## src/design/tfsd_pkg.sv

```systemverilog
// Types, codes and constants of the tagged field stream decoder.
package tfsd_pkg;

   localparam logic [7:0] MAX_CHANNELS = 8'd32;
   localparam int QUEUE_DEPTH_DEFAULT = 2;

   localparam logic [7:0] TAG_TEXT      = 8'h74;
   localparam logic [7:0] TAG_NULLSTR   = 8'h4E;
   localparam logic [7:0] TAG_U32       = 8'h4C;
   localparam logic [7:0] TAG_U8        = 8'h42;
   localparam logic [7:0] TAG_U64       = 8'h52;
   localparam logic [7:0] TAG_MICROSEC  = 8'h55;
   localparam logic [7:0] TAG_TIMESTAMP = 8'h54;
   localparam logic [7:0] TAG_SPEC      = 8'h61;
   localparam logic [7:0] TAG_ARB       = 8'h78;
   localparam logic [7:0] TAG_TRUE      = 8'h31;
   localparam logic [7:0] TAG_FALSE     = 8'h30;
   localparam logic [7:0] TAG_MAP       = 8'h6D;
   localparam logic [7:0] TAG_VOLUME    = 8'h76;

   typedef enum logic [3:0] {
      K_STRCHAR = 4'd0,
      K_NULLSTR = 4'd1,
      K_U32     = 4'd2,
      K_U8      = 4'd3,
      K_SPEC    = 4'd4,
      K_ARBLEN  = 4'd5,
      K_ARBBYTE = 4'd6,
      K_BOOL    = 4'd7,
      K_TIMEVAL = 4'd8,
      K_USEC    = 4'd9,
      K_U64     = 4'd10,
      K_MAPCNT  = 4'd11,
      K_MAPENT  = 4'd12,
      K_VOLCNT  = 4'd13,
      K_VOLVAL  = 4'd14,
      K_ERROR   = 4'd15
   } item_kind_type;

   typedef enum logic [1:0] {
      ERR_NONE      = 2'd0,
      ERR_BAD_TAG   = 2'd1,
      ERR_TRUNCATED = 2'd2,
      ERR_CHANNELS  = 2'd3
   } err_code_type;

   typedef enum logic [3:0] {
      TC_NULLSTR,
      TC_TRUE,
      TC_FALSE,
      TC_STRING,
      TC_U32,
      TC_U8,
      TC_U64,
      TC_USEC,
      TC_TIMEVAL,
      TC_SPEC,
      TC_ARB,
      TC_MAP,
      TC_VOLUME,
      TC_BAD
   } tag_class_type;

   typedef enum logic [2:0] {
      PH_TAG,
      PH_STR,
      PH_WORD,
      PH_ARB,
      PH_MAPCNT,
      PH_MAPENT,
      PH_VOLCNT
   } phase_type;

   typedef struct packed {
      logic [7:0] data_byte;
      logic       buffer_end;
   } req_payload_type;

   typedef struct packed {
      item_kind_type item_kind;
      logic [63:0]   item_value;
      logic [31:0]   element_index;
      logic          field_done;
      err_code_type  error_code;
   } rsp_payload_type;

   // One classified byte as it waits between front and back.
   typedef struct packed {
      logic [7:0]    data_byte;
      logic          buffer_end;
      tag_class_type tag_class;
      logic          is_zero;
      logic          over_limit;
   } queue_entry_type;

endpackage

```

## src/design/tfsd_front.sv

```systemverilog
// Front end: takes input transactions and classifies each byte.
module tfsd_front
   import tfsd_pkg::*;
(
   input  logic            req_valid,
   output logic            req_ready,
   input  req_payload_type req_data,
   input  logic            queue_ready,
   output logic            push_valid,
   output queue_entry_type push_entry
);

   tag_class_type tag_class;

   always_comb begin
      unique case (req_data.data_byte)
         TAG_NULLSTR:   tag_class = TC_NULLSTR;
         TAG_TRUE:      tag_class = TC_TRUE;
         TAG_FALSE:     tag_class = TC_FALSE;
         TAG_TEXT:      tag_class = TC_STRING;
         TAG_U32:       tag_class = TC_U32;
         TAG_U8:        tag_class = TC_U8;
         TAG_U64:       tag_class = TC_U64;
         TAG_MICROSEC:  tag_class = TC_USEC;
         TAG_TIMESTAMP: tag_class = TC_TIMEVAL;
         TAG_SPEC:      tag_class = TC_SPEC;
         TAG_ARB:       tag_class = TC_ARB;
         TAG_MAP:       tag_class = TC_MAP;
         TAG_VOLUME:    tag_class = TC_VOLUME;
         default:       tag_class = TC_BAD;
      endcase
   end

   assign req_ready  = queue_ready;
   assign push_valid = req_valid;

   assign push_entry.data_byte  = req_data.data_byte;
   assign push_entry.buffer_end = req_data.buffer_end;
   assign push_entry.tag_class  = tag_class;
   assign push_entry.is_zero    = (req_data.data_byte == 8'd0);
   assign push_entry.over_limit = (req_data.data_byte > MAX_CHANNELS);

endmodule

```

## src/design/tfsd_queue.sv

```systemverilog
// Short queue of classified bytes between front and back.
module tfsd_queue
   import tfsd_pkg::*;
#(
   parameter int DEPTH = QUEUE_DEPTH_DEFAULT
) (
   input  logic            clock,
   input  logic            reset,
   input  logic            push_valid,
   output logic            push_ready,
   input  queue_entry_type push_entry,
   output logic            pop_valid,
   input  logic            pop,
   output queue_entry_type pop_entry
);

   localparam int PTR_W = $clog2(DEPTH);
   localparam int CNT_W = $clog2(DEPTH + 1);

   queue_entry_type store_ff [DEPTH];
   logic [PTR_W-1:0] wr_ptr_ff, wr_ptr_in;
   logic [PTR_W-1:0] rd_ptr_ff, rd_ptr_in;
   logic [CNT_W-1:0] count_ff, count_in;
   logic do_push, do_pop;

   assign push_ready = (count_ff != CNT_W'(DEPTH));
   assign pop_valid  = (count_ff != '0);
   assign pop_entry  = store_ff[rd_ptr_ff];
   assign do_push    = push_valid && push_ready;
   assign do_pop     = pop && pop_valid;

   always_comb begin
      wr_ptr_in = wr_ptr_ff;
      rd_ptr_in = rd_ptr_ff;
      count_in  = count_ff;
      if (do_push) begin
         wr_ptr_in = (wr_ptr_ff == PTR_W'(DEPTH - 1)) ? '0 : wr_ptr_ff + 1'b1;
      end
      if (do_pop) begin
         rd_ptr_in = (rd_ptr_ff == PTR_W'(DEPTH - 1)) ? '0 : rd_ptr_ff + 1'b1;
      end
      if (do_push && !do_pop) begin
         count_in = count_ff + 1'b1;
      end else if (do_pop && !do_push) begin
         count_in = count_ff - 1'b1;
      end
   end

   always_ff @(posedge clock) begin
      if (reset) begin
         wr_ptr_ff <= '0;
         rd_ptr_ff <= '0;
         count_ff  <= '0;
      end else begin
         wr_ptr_ff <= wr_ptr_in;
         rd_ptr_ff <= rd_ptr_in;
         count_ff  <= count_in;
      end
   end

   always_ff @(posedge clock) begin
      if (do_push) begin
         store_ff[wr_ptr_ff] <= push_entry;
      end
   end

endmodule

```

## src/design/tfsd_back.sv

```systemverilog
// Back end: field parser and result register.
module tfsd_back
   import tfsd_pkg::*;
(
   input  logic            clock,
   input  logic            reset,
   input  logic            pop_valid,
   output logic            pop,
   input  queue_entry_type pop_entry,
   output logic            rsp_valid,
   input  logic            rsp_ready,
   output rsp_payload_type rsp_data
);

   phase_type       phase_ff, phase_in;
   item_kind_type   field_kind_ff, field_kind_in;
   logic [3:0]      byte_in_word_ff, byte_in_word_in;
   logic [63:0]     acc_ff, acc_in;
   logic [31:0]     left_ff, left_in;
   logic [31:0]     count_ff, count_in;
   logic            discard_ff, discard_in;
   logic            rsp_valid_ff, rsp_valid_in;
   rsp_payload_type rsp_data_ff, rsp_data_in;

   logic            step;
   logic            res_valid;
   rsp_payload_type res;
   logic            fail;
   logic [7:0]      b;
   logic            last;
   logic [63:0]     acc_shift;
   logic [3:0]      bw_dec;
   logic [31:0]     left_dec;
   logic [31:0]     count_inc;
   logic            word_full;
   logic            list_more;

   function automatic rsp_payload_type error_rsp(err_code_type code);
      rsp_payload_type r;
      r = '0;
      r.item_kind  = K_ERROR;
      r.field_done = 1'b1;
      r.error_code = code;
      return r;
   endfunction

   function automatic rsp_payload_type item_rsp(item_kind_type kind, logic [63:0] value,
                                                logic [31:0] index, logic done);
      rsp_payload_type r;
      r = '0;
      r.item_kind     = kind;
      r.item_value    = value;
      r.element_index = index;
      r.field_done    = done;
      r.error_code    = ERR_NONE;
      return r;
   endfunction

   assign step      = pop_valid && (!rsp_valid_ff || rsp_ready);
   assign pop       = step;
   assign b         = pop_entry.data_byte;
   assign last      = pop_entry.buffer_end;
   assign acc_shift = {acc_ff[55:0], b};
   assign bw_dec    = byte_in_word_ff - 4'd1;
   assign left_dec  = left_ff - 32'd1;
   assign count_inc = count_ff + 32'd1;
   assign word_full = (bw_dec == 4'd0);
   assign list_more = (left_dec != 32'd0);
   assign fail      = res_valid && (res.item_kind == K_ERROR);

   // Result of the byte at the head of the queue.
   always_comb begin
      res_valid = 1'b0;
      res       = '0;
      if (!discard_ff) begin
         unique case (phase_ff)
            PH_TAG: begin
               case (pop_entry.tag_class)
                  TC_NULLSTR: begin
                     res_valid = 1'b1;
                     res = item_rsp(K_NULLSTR, 64'd0, 32'd0, 1'b1);
                  end
                  TC_TRUE: begin
                     res_valid = 1'b1;
                     res = item_rsp(K_BOOL, 64'd1, 32'd0, 1'b1);
                  end
                  TC_FALSE: begin
                     res_valid = 1'b1;
                     res = item_rsp(K_BOOL, 64'd0, 32'd0, 1'b1);
                  end
                  TC_BAD: begin
                     res_valid = 1'b1;
                     res = error_rsp(ERR_BAD_TAG);
                  end
                  default: begin
                     if (last) begin
                        res_valid = 1'b1;
                        res = error_rsp(ERR_TRUNCATED);
                     end
                  end
               endcase
            end
            PH_STR: begin
               res_valid = 1'b1;
               if (pop_entry.is_zero) begin
                  res = item_rsp(K_STRCHAR, 64'd0, count_ff, 1'b1);
               end else if (last) begin
                  res = error_rsp(ERR_TRUNCATED);
               end else begin
                  res = item_rsp(K_STRCHAR, {56'd0, b}, count_ff, 1'b0);
               end
            end
            PH_WORD: begin
               if (!word_full) begin
                  if (last) begin
                     res_valid = 1'b1;
                     res = error_rsp(ERR_TRUNCATED);
                  end
               end else begin
                  res_valid = 1'b1;
                  if (field_kind_ff == K_ARBLEN) begin
                     if (acc_shift[31:0] == 32'd0) begin
                        res = item_rsp(K_ARBLEN, 64'd0, 32'd0, 1'b1);
                     end else if (last) begin
                        res = error_rsp(ERR_TRUNCATED);
                     end else begin
                        res = item_rsp(K_ARBLEN, {32'd0, acc_shift[31:0]}, 32'd0, 1'b0);
                     end
                  end else if (field_kind_ff == K_VOLVAL) begin
                     if (list_more && last) begin
                        res = error_rsp(ERR_TRUNCATED);
                     end else begin
                        res = item_rsp(K_VOLVAL, {32'd0, acc_shift[31:0]}, count_ff,
                                       !list_more);
                     end
                  end else begin
                     res = item_rsp(field_kind_ff, acc_shift, 32'd0, 1'b1);
                  end
               end
            end
            PH_ARB, PH_MAPENT: begin
               res_valid = 1'b1;
               if (list_more && last) begin
                  res = error_rsp(ERR_TRUNCATED);
               end else begin
                  res = item_rsp((phase_ff == PH_ARB) ? K_ARBBYTE : K_MAPENT,
                                 {56'd0, b}, count_ff, !list_more);
               end
            end
            PH_MAPCNT, PH_VOLCNT: begin
               res_valid = 1'b1;
               if (pop_entry.over_limit) begin
                  res = error_rsp(ERR_CHANNELS);
               end else if (pop_entry.is_zero) begin
                  res = item_rsp((phase_ff == PH_MAPCNT) ? K_MAPCNT : K_VOLCNT,
                                 64'd0, 32'd0, 1'b1);
               end else if (last) begin
                  res = error_rsp(ERR_TRUNCATED);
               end else begin
                  res = item_rsp((phase_ff == PH_MAPCNT) ? K_MAPCNT : K_VOLCNT,
                                 {56'd0, b}, 32'd0, 1'b0);
               end
            end
            default: begin
               res_valid = 1'b0;
            end
         endcase
      end
   end

   // Parse state update for the byte at the head of the queue.
   always_comb begin
      phase_in        = phase_ff;
      field_kind_in   = field_kind_ff;
      byte_in_word_in = byte_in_word_ff;
      acc_in          = acc_ff;
      left_in         = left_ff;
      count_in        = count_ff;
      discard_in      = discard_ff;
      if (step) begin
         if (discard_ff) begin
            phase_in = PH_TAG;
         end else if (fail) begin
            discard_in = 1'b1;
            phase_in   = PH_TAG;
         end else begin
            unique case (phase_ff)
               PH_TAG: begin
                  acc_in = 64'd0;
                  case (pop_entry.tag_class)
                     TC_STRING: begin
                        phase_in = PH_STR;
                        count_in = 32'd0;
                     end
                     TC_MAP:    phase_in = PH_MAPCNT;
                     TC_VOLUME: phase_in = PH_VOLCNT;
                     TC_U32: begin
                        phase_in = PH_WORD; field_kind_in = K_U32; byte_in_word_in = 4'd4;
                     end
                     TC_U8: begin
                        phase_in = PH_WORD; field_kind_in = K_U8; byte_in_word_in = 4'd1;
                     end
                     TC_U64: begin
                        phase_in = PH_WORD; field_kind_in = K_U64; byte_in_word_in = 4'd8;
                     end
                     TC_USEC: begin
                        phase_in = PH_WORD; field_kind_in = K_USEC; byte_in_word_in = 4'd8;
                     end
                     TC_TIMEVAL: begin
                        phase_in = PH_WORD; field_kind_in = K_TIMEVAL;
                        byte_in_word_in = 4'd8;
                     end
                     TC_SPEC: begin
                        phase_in = PH_WORD; field_kind_in = K_SPEC; byte_in_word_in = 4'd6;
                     end
                     TC_ARB: begin
                        phase_in = PH_WORD; field_kind_in = K_ARBLEN;
                        byte_in_word_in = 4'd4;
                     end
                     default: phase_in = PH_TAG;
                  endcase
               end
               PH_STR: begin
                  if (pop_entry.is_zero) begin
                     phase_in = PH_TAG;
                  end else begin
                     count_in = count_inc;
                  end
               end
               PH_WORD: begin
                  acc_in          = acc_shift;
                  byte_in_word_in = bw_dec;
                  if (word_full) begin
                     if (field_kind_ff == K_ARBLEN) begin
                        if (acc_shift[31:0] == 32'd0) begin
                           phase_in = PH_TAG;
                        end else begin
                           left_in  = acc_shift[31:0];
                           count_in = 32'd0;
                           phase_in = PH_ARB;
                        end
                     end else if (field_kind_ff == K_VOLVAL) begin
                        left_in  = left_dec;
                        count_in = count_inc;
                        if (list_more) begin
                           byte_in_word_in = 4'd4;
                           acc_in          = 64'd0;
                        end else begin
                           phase_in = PH_TAG;
                        end
                     end else begin
                        phase_in = PH_TAG;
                     end
                  end
               end
               PH_ARB, PH_MAPENT: begin
                  left_in  = left_dec;
                  count_in = count_inc;
                  if (!list_more) begin
                     phase_in = PH_TAG;
                  end
               end
               PH_MAPCNT, PH_VOLCNT: begin
                  if (pop_entry.is_zero) begin
                     phase_in = PH_TAG;
                  end else begin
                     left_in  = {24'd0, b};
                     count_in = 32'd0;
                     if (phase_ff == PH_MAPCNT) begin
                        phase_in = PH_MAPENT;
                     end else begin
                        phase_in        = PH_WORD;
                        field_kind_in   = K_VOLVAL;
                        byte_in_word_in = 4'd4;
                        acc_in          = 64'd0;
                     end
                  end
               end
               default: phase_in = PH_TAG;
            endcase
         end
         // A flagged byte always closes the buffer.
         if (last) begin
            phase_in   = PH_TAG;
            discard_in = 1'b0;
         end
      end
   end

   // Result register: load on a step, drop once taken.
   always_comb begin
      rsp_valid_in = rsp_valid_ff;
      rsp_data_in  = rsp_data_ff;
      if (step) begin
         rsp_valid_in = res_valid;
         rsp_data_in  = res;
      end else if (rsp_ready) begin
         rsp_valid_in = 1'b0;
      end
   end

   always_ff @(posedge clock) begin
      if (reset) begin
         phase_ff        <= PH_TAG;
         field_kind_ff   <= K_STRCHAR;
         byte_in_word_ff <= 4'd0;
         acc_ff          <= 64'd0;
         left_ff         <= 32'd0;
         count_ff        <= 32'd0;
         discard_ff      <= 1'b0;
         rsp_valid_ff    <= 1'b0;
      end else begin
         phase_ff        <= phase_in;
         field_kind_ff   <= field_kind_in;
         byte_in_word_ff <= byte_in_word_in;
         acc_ff          <= acc_in;
         left_ff         <= left_in;
         count_ff        <= count_in;
         discard_ff      <= discard_in;
         rsp_valid_ff    <= rsp_valid_in;
      end
   end

   always_ff @(posedge clock) begin
      rsp_data_ff <= rsp_data_in;
   end

   assign rsp_valid = rsp_valid_ff;
   assign rsp_data  = rsp_data_ff;

endmodule

```

## src/design/tagged_field_stream_decoder_core.sv

```systemverilog
// Top level of the tagged field stream decoder.
//
//   channel   direction  payload             transaction
//   req_      in         data_byte, end flag one buffer byte
//   rsp_      out        kind, value, index  zero or one result per byte
//
// Throughput: one byte per cycle, sustained, while rsp_ready stays high.
// A byte lands in the queue when it is accepted; the parser step that takes
// it from the queue loads the result register, which drives rsp_.
// The parser does one byte per cycle unless a held result stalls it; the result register sets the pace.
// Reset clears the queue, the parse state and the result valid flag.
// A held result stalls the parser; the queue then fills and req_ready drops.
module tagged_field_stream_decoder_core
   import tfsd_pkg::*;
#(
   // Entries of the byte queue between front and back (2 or more).
   parameter int QUEUE_DEPTH = QUEUE_DEPTH_DEFAULT
) (
   input  logic            clock,
   input  logic            reset,
   input  logic            req_valid,
   output logic            req_ready,
   input  req_payload_type req_data,
   output logic            rsp_valid,
   input  logic            rsp_ready,
   output rsp_payload_type rsp_data
);

   logic            push_valid;
   logic            push_ready;
   queue_entry_type push_entry;
   logic            pop_valid;
   logic            pop;
   queue_entry_type pop_entry;

   // Classify each byte as it arrives (tag decode, zero and channel checks).
   tfsd_front u_front (
      .req_valid   (req_valid),
      .req_ready   (req_ready),
      .req_data    (req_data),
      .queue_ready (push_ready),
      .push_valid  (push_valid),
      .push_entry  (push_entry)
   );

   // Hold classified bytes so the front keeps taking transactions while
   // the back waits on the result channel.
   tfsd_queue #(
      .DEPTH (QUEUE_DEPTH)
   ) u_queue (
      .clock      (clock),
      .reset      (reset),
      .push_valid (push_valid),
      .push_ready (push_ready),
      .push_entry (push_entry),
      .pop_valid  (pop_valid),
      .pop        (pop),
      .pop_entry  (pop_entry)
   );

   // Advance the field parser one byte per step and register its result.
   tfsd_back u_back (
      .clock     (clock),
      .reset     (reset),
      .pop_valid (pop_valid),
      .pop       (pop),
      .pop_entry (pop_entry),
      .rsp_valid (rsp_valid),
      .rsp_ready (rsp_ready),
      .rsp_data  (rsp_data)
   );

endmodule

```

## config.mk

```make
export PLATFORM = sky130hd
export DESIGN_NAME = tagged_field_stream_decoder_core
export DESIGN_NICKNAME = d
export VERILOG_FILES = /design/src/design/tfsd_pkg.sv /design/src/design/tfsd_front.sv /design/src/design/tfsd_queue.sv /design/src/design/tfsd_back.sv /design/src/design/tagged_field_stream_decoder_core.sv
export SDC_FILE = /design/constraint.sdc
export NUM_CORES = 1
export LEC_CHECK = 0
export ABC_AREA = 0
export BUFFER_PORTS_ARGS = -buffer_cell sky130_fd_sc_hd__buf_2
export CORE_MARGIN = 2
export CORE_UTILIZATION = 50
export CTS_CLUSTER_SIZE = 16
export DETAILED_ROUTE_END_ITERATION = 7
export GPL_ROUTABILITY_DRIVEN = 0
export PLACE_DENSITY = 0.78
export SLEW_MARGIN = 20
export SYNTH_ARGS = -nofsm -noshare
export SYNTH_HDL_FRONTEND = slang
export SYNTH_SLANG_ARGS = --single-unit
```

## constraint.sdc

```tcl
create_clock -name clock -period 4.8 [get_ports clock]
set_input_delay 0.48 -clock clock [delete_from_list [all_inputs] [get_ports clock]]
set_output_delay 0.48 -clock clock [all_outputs]
set_load 0.005 [all_outputs]
```

==> metrics.md, run 1 <==
| Metric | Value |
|---|---|
| Synth Flop Type | dfxtp_1 |
| Area Growth Syn to Fin | 12.3% |
| Ys Warns | 0 |
| IO buf count | 117 |
| Multiplexer share of the synthesized area | 1.70% |
| Xor-xnor portion of the synthesized cell area | 1.04% |
| Count of cell types in the netlist | 82 |
| Ports | 118 |
| Final setup vio count | 0 |
| Sw Pwr | approximately 0.0038 W |
| Avg Cell Area, Syn | 9.43 um2 |
| Worst-margin pin slew | 993 ps |
| Final WL | 35900 um |
| Router iterations before antenna repair | 6 |
| Critical Path Start Type | flop |
| Chip width | around 170 um |
| CP max stage cell | or4b_2 |
| Comb pwr share | 43.3% |
| Fraction of layout cells with a size suffix above 1 | 15.0% |
| Hold path startpoint | req_data[0] |
| Clock skew | 27.9 ps |
| Clk slew on worst S/H paths | approximately 70 ps |
| Post-DP HPWL | 22700 um |
| Final worst hold slack | ~140 ps |
| Register bit total from synthesis | ~270 |
| Final Power | 0.00942 W |
| Clock insertion delay at the later pin of the skew report | 550 ps |
| CP Data Arrival Time | 5010 ps |
| Setup WS pre-CTS | about 90 ps |
| Worst path max stage delay | 690 ps |
| Post-Syn Area | ~14000 um2 |
| Ant. Diodes | 0 |
| MaxCap Viol Count | 0 |
| Simple-Gate Fraction of Synth Area | roughly 22% |
| First-pass GRT wire length | between 50000 and 60000 um |
| Clock buffer depth | 3 |
| Clock root buffer | clkbuf_16 |
| Leak | 5.46 nW |
| Vias in the first global route | 11.1k |
| Die height | 168 um |
| Critical path class | reg -> reg |
| Final period utilization | between 90% and 100% |
| CP startpoint | u_back.left_ff[0]$_SDFFE_PP0P_ |
| Combinational family with the most area after synthesis | simple AND/OR/NAND/NOR gates |
| Switch share | 40.5% |
| DRC | 0 |
| Worst hold path class | in -> reg |
| Num CTS Buffers | 28 |
| Relative slew slack | 33.6% |
| Critical Path RT | between 5000 and 6000 ps |
| RSZ-0062 raised after global routing | false |
| Seq pwr share | 34.6% |
| Die Area | 28300 um2 |
| Num rows | 60 |
| Buf/Inv on CP | 2 |
| Syn nets | 1452 |
| Hold bufs inserted after CTS | 0 |
| Clk sinks | 271 |
| Synth Area in Compound Gates | around 20% |
| Setup crit end kind | flop |
| Final nets | 1501 |
| Crit Path Max Fanout | 92 |
| Final Hold Vio Count | 0 |
| Register area share after synthesis | 50.0% |
| Multi-input logic area | 6210 um2 |
| CTS tree | built |
| Post-synthesis async set-or-reset flop share | 0% |
| Peak VDD IR | about 0.52 mV |
| WL per Instance | 19.5 um |
| Max-slew violations | 0 |
| Syn Inst Count | 1433 |
| Initial Utilization | 50.5% |
| Status | complete, no violations |
| Fmax | 221 MHz |
| Synth Area in Adders | less than 1% |
| H-Tree Depth | 1 |
| Final ANT Viol Nets | 0 |
| P per Cell Area | 621 nW/um2 |
| GRT Total Usage | between 20% and 30% |
| Int Pwr | 0.00560 W |
| Worst-path cell chain | inv_1 > ha_1 > or4b_2 > nor4_1 > nand2_1 > xnor2_1 > a2111oi_0 > and4_2 > nor3_2 > o221a_4 > buf_12 > or4_1 > a21oi_1 |
| Setup TNS | 0 ps |
| Largest net degree at the start of global routing | 93 |
| Post-route minimum period | 4530 ps |
| Initial antenna violation count | 0 |
| CP top delay family | simple AND/OR/NAND/NOR gates |
| # fillers | about 2.3k |
| Reg area | 6760 um2 |
| Initial DRC count | 1773 |
| Vias per std cell | 6.53 |
| Clock network power share | 22.1% |
| Core ar. | 26700 um2 |
| Crit Reg-Reg Startpoint | u_back.left_ff[0]$_SDFFE_PP0P_ |
| Total gr overflow | 0 |
| Number of flops mapped to enable cells by yosys | 133 |
| Fin worst setup slack | 271 ps |
| Vias post-DR | 12.0k |
[per-stage QoR]
stage,instances,area (um2),util (%)
after floorplan,1433,13500,-
after global placement,1793,14300,53.4
after detailed placement,1793,14300,53.5
after CTS,1845,15200,56.8
after global routing,1845,15200,56.8
final,1845,15200,56.8
[power by group through the flow]
stage | combinational (W) | sequential (W) | clock [W]
finish | 0.00408 | 0.00326 | 0.00208
global route | 0.00445 | 0.00330 | 0.00219
CTS | 0.00400 | 0.00326 | 0.00210
detailed placement | 0.00398 | 0.00330 | 0
global placement | 0.00391 | 0.00329 | 0
floorplan | 0.00285 | 0.00330 | 0
[layer usage]
layer	up-vias	track usage [%]	routed length, um
li1	5544	-	-
met1	5709	34.2	14900
met2	679	38.9	16400
met3	110	4.16	3430
met4	0	8.96	1280
met5	-	0	0
[cell families (layout without fill, tap and decap cells)]
kind of cell / Yosys count / in the layout
mux: 22 / 22
flops: 271 / 271
fa+ha+maj: 6 / 6
buf+inv: 144 / 215
xor+xnor: 16 / 16
simple gates: 541 / 541
compound gates: 433 / 433
[flip-flops by register name, summed over array words and instances, names as in the netlist, named ones only]
signal,flops
u_back.acc_ff,56
u_back.byte_in_word_ff,4
u_back.count_ff,32
u_back.discard_ff,1
u_back.field_kind_ff,4
u_back.left_ff,32
u_back.phase_ff,3
u_back.rsp_data,103
u_back.rsp_valid,1
u_queue.count_ff,2
u_queue.rd_ptr_ff,1
u_queue.store_ff,30
u_queue.wr_ptr_ff,1
[layout make-up]
class | instances | share of cell area [%]
inverters | 19 | 0.486
clock buffers | 40 | 5.39
multi-input cells | 1018 | 40.9
flip-flops and latches | 271 | 44.5
clock inverters | 12 | 0.412
well taps | 341 | 2.81
repair buffers | 144 | 5.46
[final timing paths]
kind / to / slack (ps) / depth (start not counted)
max: u_back.acc_ff[7]$_SDFFE_PP0P_ / 270 / 13
min reg2reg: u_back.acc_ff[54]$_SDFFE_PP0P_ / 470 / 2
max reg2reg: u_back.acc_ff[7]$_SDFFE_PP0P_ / 270 / 13
min: u_queue.store_ff[1][6]$_DFFE_PP_ / 140 / 1
[synth_stat cells (4+ instances only)]
cell type / count / area (um2)
a21oi_1: 165 / 826
dfxtp_1: 138 / 2760
edfxtp_1: 133 / 3990
nor2_1: 98 / 368
clkbuf_1: 95 / 357
o21ai_0: 94 / 470
and2_1: 72 / 450
nand2_1: 69 / 259
nand4_1: 61 / 382
and3_1: 44 / 275
nand3_1: 44 / 220
o31ai_1: 41 / 308
nor3_1: 33 / 165
or4_1: 26 / 195
nor4_1: 21 / 131
o211ai_1: 20 / 150
a32o_1: 19 / 190
inv_1: 19 / 71.3
buf_2: 18 / 90.1
a211oi_1: 15 / 113
mux2i_1: 15 / 150
nor3b_1: 14 / 105
or3_1: 13 / 81.3
nor2b_1: 10 / 62.6
a22oi_1: 9 / 67.6
a31oi_1: 9 / 56.3
xnor2_1: 9 / 78.8
mux2_2: 7 / 78.8
xor2_1: 7 / 61.3
a22o_1: 6 / 52.6
ha_1: 6 / 75.1
nand2b_1: 6 / 37.5
o41ai_1: 6 / 52.6
buf_4: 5 / 37.5
nand3b_1: 5 / 37.5
o22ai_1: 5 / 31.3
or2_2: 5 / 31.3
a31o_2: 4 / 35.0
o21ai_1: 4 / 20.0
[placed cells by master (no fill, tap or decap), drive strengths merged, types with 6 or more instances in the layout]
master and instances:
edfxtp 133, and3 45, a22o 6, inv 19, o211ai 20, a211oi 16
nor3 35, o21ai 98, mux2 7, a31oi 9, o41ai 6, clkbuf 40
o31ai 41, nand2 69, ha 6, a21oi 165, or3 13, a22oi 9
mux2i 15, or4 27, a32o 19, nor4 21, nor2b 10, nor2 99
nand2b 6, buf 144, xnor2 9, nand3 44, nor3b 14, dfxtp 138
nand4 61, clkinv 10, and2 73, xor2 7
[what timing repair did]
item                       in CTS  in global routing
hold endpoints to repair        0                  0
gates resized for setup         0                  1
buffers inserted                0                  0
setup endpoints to repair       0                  2
Power figures use the tool's default switching activity.
==> run 2: changes to the inputs <==
Settings changed: HOLD_SLACK_MARGIN set to 0.05, PLACE_DENSITY 0.78 to 0.73.
==> metrics.md, run 2 (synthesized netlist as in run 1, its figures left out) <==
| Metric | Value |
|---|---|
| CTS tree | built |
| Chip width | 168 um (unchanged) |
| Total gr overflow | 0 (unchanged) |
| Final period utilization | 92.5% (-1.9 points) |
| Worst hold path class | in -> reg |
| Ant. Diodes | 0 (unchanged) |
| Core ar. | 26700 um2 (unchanged) |
| Num CTS Buffers | 28 (unchanged) |
| CP dominant cell by count | buf_4 |
| Initial Utilization | 50.5% (unchanged) |
| Critical path class | reg -> reg |
| Router iterations before antenna repair | 6 (unchanged) |
| Final WL | 36500 um (+1.6%) |
| Relative slew slack | 25.4% (-8.2 points) |
| Post-DP HPWL | 23100 um (+1.8%) |
| Die Area | 28300 um2 (unchanged) |
| Largest register FFs | 103 (unchanged) |
| Most common library cell in the layout ignoring fill and taps | a21oi_1 |
| Status | complete, no violations |
| Clk slew on worst S/H paths | 60 ps (about the same) |
| Ports | 118 (unchanged) |
| Final ANT Viol Nets | 0 (unchanged) |
| Post-CTS sizing | 0 (unchanged) |
| CP top delay family | simple AND/OR/NAND/NOR gates |
| Vias in the first global route | 11.1k (-0.45%) |
| DRC | 0 (unchanged) |
| H-Tree Depth | 1 (unchanged) |
| Fraction of layout cells with a size suffix above 1 | 15.6% (+0.60 points) |
| Initial antenna violation count | 0 (unchanged) |
| First-pass GRT wire length | 58300 um (+0.80%) |
| Buf/Inv on CP | 4 (+2) |
| Fmax | 225 MHz (+2.1%) |
| Setup slack, reg-to-reg | 360 ps (+90 ps) |
| Initial DRC count | 1422 (-20%) |
| Setup crit end kind | flop |
| Max-slew violations | 0 (unchanged) |
| Area Growth Syn to Fin | 13.6% |
| Clock skew | 15.3 ps (-12.7 ps) |
| Commonest non-fill, non-tap cells in the layout | a21oi_1, dfxtp_1, edfxtp_1, buf_2, nor2_1 |
| Vias post-DR | 11.9k (-0.91%) |
| Final setup vio count | 0 (unchanged) |
| Clk sinks | 271 (unchanged) |
| Peak VDD IR | 0.576 mV (+12%) |
| IO buf count | 117 (unchanged) |
| Critical Path RT | 5250 ps (-30 ps) |
| Largest net degree at the start of global routing | 100 (+7.5%) |
| Final nets | 1507 (+0.40%) |
| Post-route minimum period | 4440 ps (-91.7 ps) |
| MaxCap Viol Count | 0 (unchanged) |
| Setup TNS | 0 ps (unchanged) |
| Final Power | 0.00973 W (+3.3%) |
| Hold bufs inserted after CTS | 0 (unchanged) |
| GRT Total Usage | 24.8% (+0.16 points) |
| Clock insertion delay at the later pin of the skew report | 550 ps (about the same) |
| RSZ-0062 raised after global routing | false |
| Leak | 5.55 nW (+1.7%) |
| P per Cell Area | 634 nW/um2 (+2.2%) |
| Worst-path cell chain | inv_1 > ha_1 > or4b_2 > nor4_1 > buf_4 > nand3_1 > xnor2_1 > nor3_1 > and4_1 > nor3_4 > o221a_4 > buf_12 > buf_4 > o21ai_0 > a21oi_1 |
| Critical Path Start Type | flop |
| Final Hold Vio Count | 0 (unchanged) |
| Worst-margin pin slew | 1110 ps (+117 ps) |
| Clock root buffer | clkbuf_16 |
| Crit Path Max Fanout | 33 (-64%) |
| CP max stage cell | or4b_2 |
| Worst path max stage delay | 710 ps (+20 ps) |
| WL per Instance | 19.7 um (+1.3%) |
| Num rows | 60 (unchanged) |
| Vias per std cell | 6.45 (-1.2%) |
| Final core utilization | 57.4% (+0.61 points) |
| CP Data Arrival Time | 4890 ps (-120 ps) |
| Die height | 168 um (unchanged) |
| Setup Fix Bufs, Post-CTS | 0 (unchanged) |
| Clock buffer depth | 3 (unchanged) |
[run 2: cell types whose count changed in the layout (fill, tap and decap cells not counted), moves of 3 or more]
cell,delta
buf_4,+5
clkbuf_8,+3
bufinv_16,+4
clkbuf_1,-4
[run 2: worst reg2reg max path, delay by kind of cell, from the launching register on]
| kind | cells | cell delay, ps |
|---|---|---|
| xor+xnor | 1 | 190 |
| flops | 1 | 410 |
| simple gates | 6 | 1800 |
| compound gates | 3 | 780 |
| buf+inv | 4 | 840 |
| fa+ha+maj | 1 | 340 |
[run 2: final timing paths]
kind                                                      from                               end  cells past startpoint
worst max-delay path            u_back.left_ff[0]$_SDFFE_PP0P_    u_back.acc_ff[29]$_SDFFE_PP0P_                     15
worst min-delay path                               req_data[0]  u_queue.store_ff[0][6]$_DFFE_PP_                      1
worst max register to register  u_back.left_ff[0]$_SDFFE_PP0P_    u_back.acc_ff[29]$_SDFFE_PP0P_                     15
worst min register to register  u_back.acc_ff[53]$_SDFFE_PP0P_    u_back.acc_ff[53]$_SDFFE_PP0P_                      2
[run 2: per-layer routing]
| layer | GRT usage [%] | share of wire (%) | vias up |
|---|---|---|---|
| li1 | - | - | 5542 |
| met3 | 4.84 | 9.3 | 75 |
| met5 | 0 | 0 | - |
| met4 | 8.28 | 2.4 | 0 |
| met2 | 38.5 | 45 | 611 |
| met1 | 34.8 | 43 | 5705 |
[run 2: report_power, final]
part | internal (W) | leakage [nW] | switching, W
Sequential | 0.00302 | 2.40 | 0.000224
Combinational | 0.00143 | 2.66 | 0.00272
Clock | 0.00141 | 0.494 | 0.000926
Total | 0.00586 | 5.55 | 0.00387
[run 2: final cells by class]
class,instances,area [um2]
Tap cell,341,427
Timing Repair Buffer,149,866
Multi-Input combinational cell,1019,6220
Clock inverter,14,175
Clock buffer,38,820
Inverter,19,73.8
Fill cell,2295,11400
Sequential cell,271,6760
[run 2: stage by stage]
step           setup WS, ps  hold slack (ps)  instances  cell area [um2]
3_3_place_gp            611              456       1798            14300
6_report                362              133       1851            15300
2_1_floorplan           689              444       1433            13500
4_1_cts                 363              119       1850            15300
5_1_grt                 112              115       1851            15300
3_5_place_dp            415              474       1798            14300
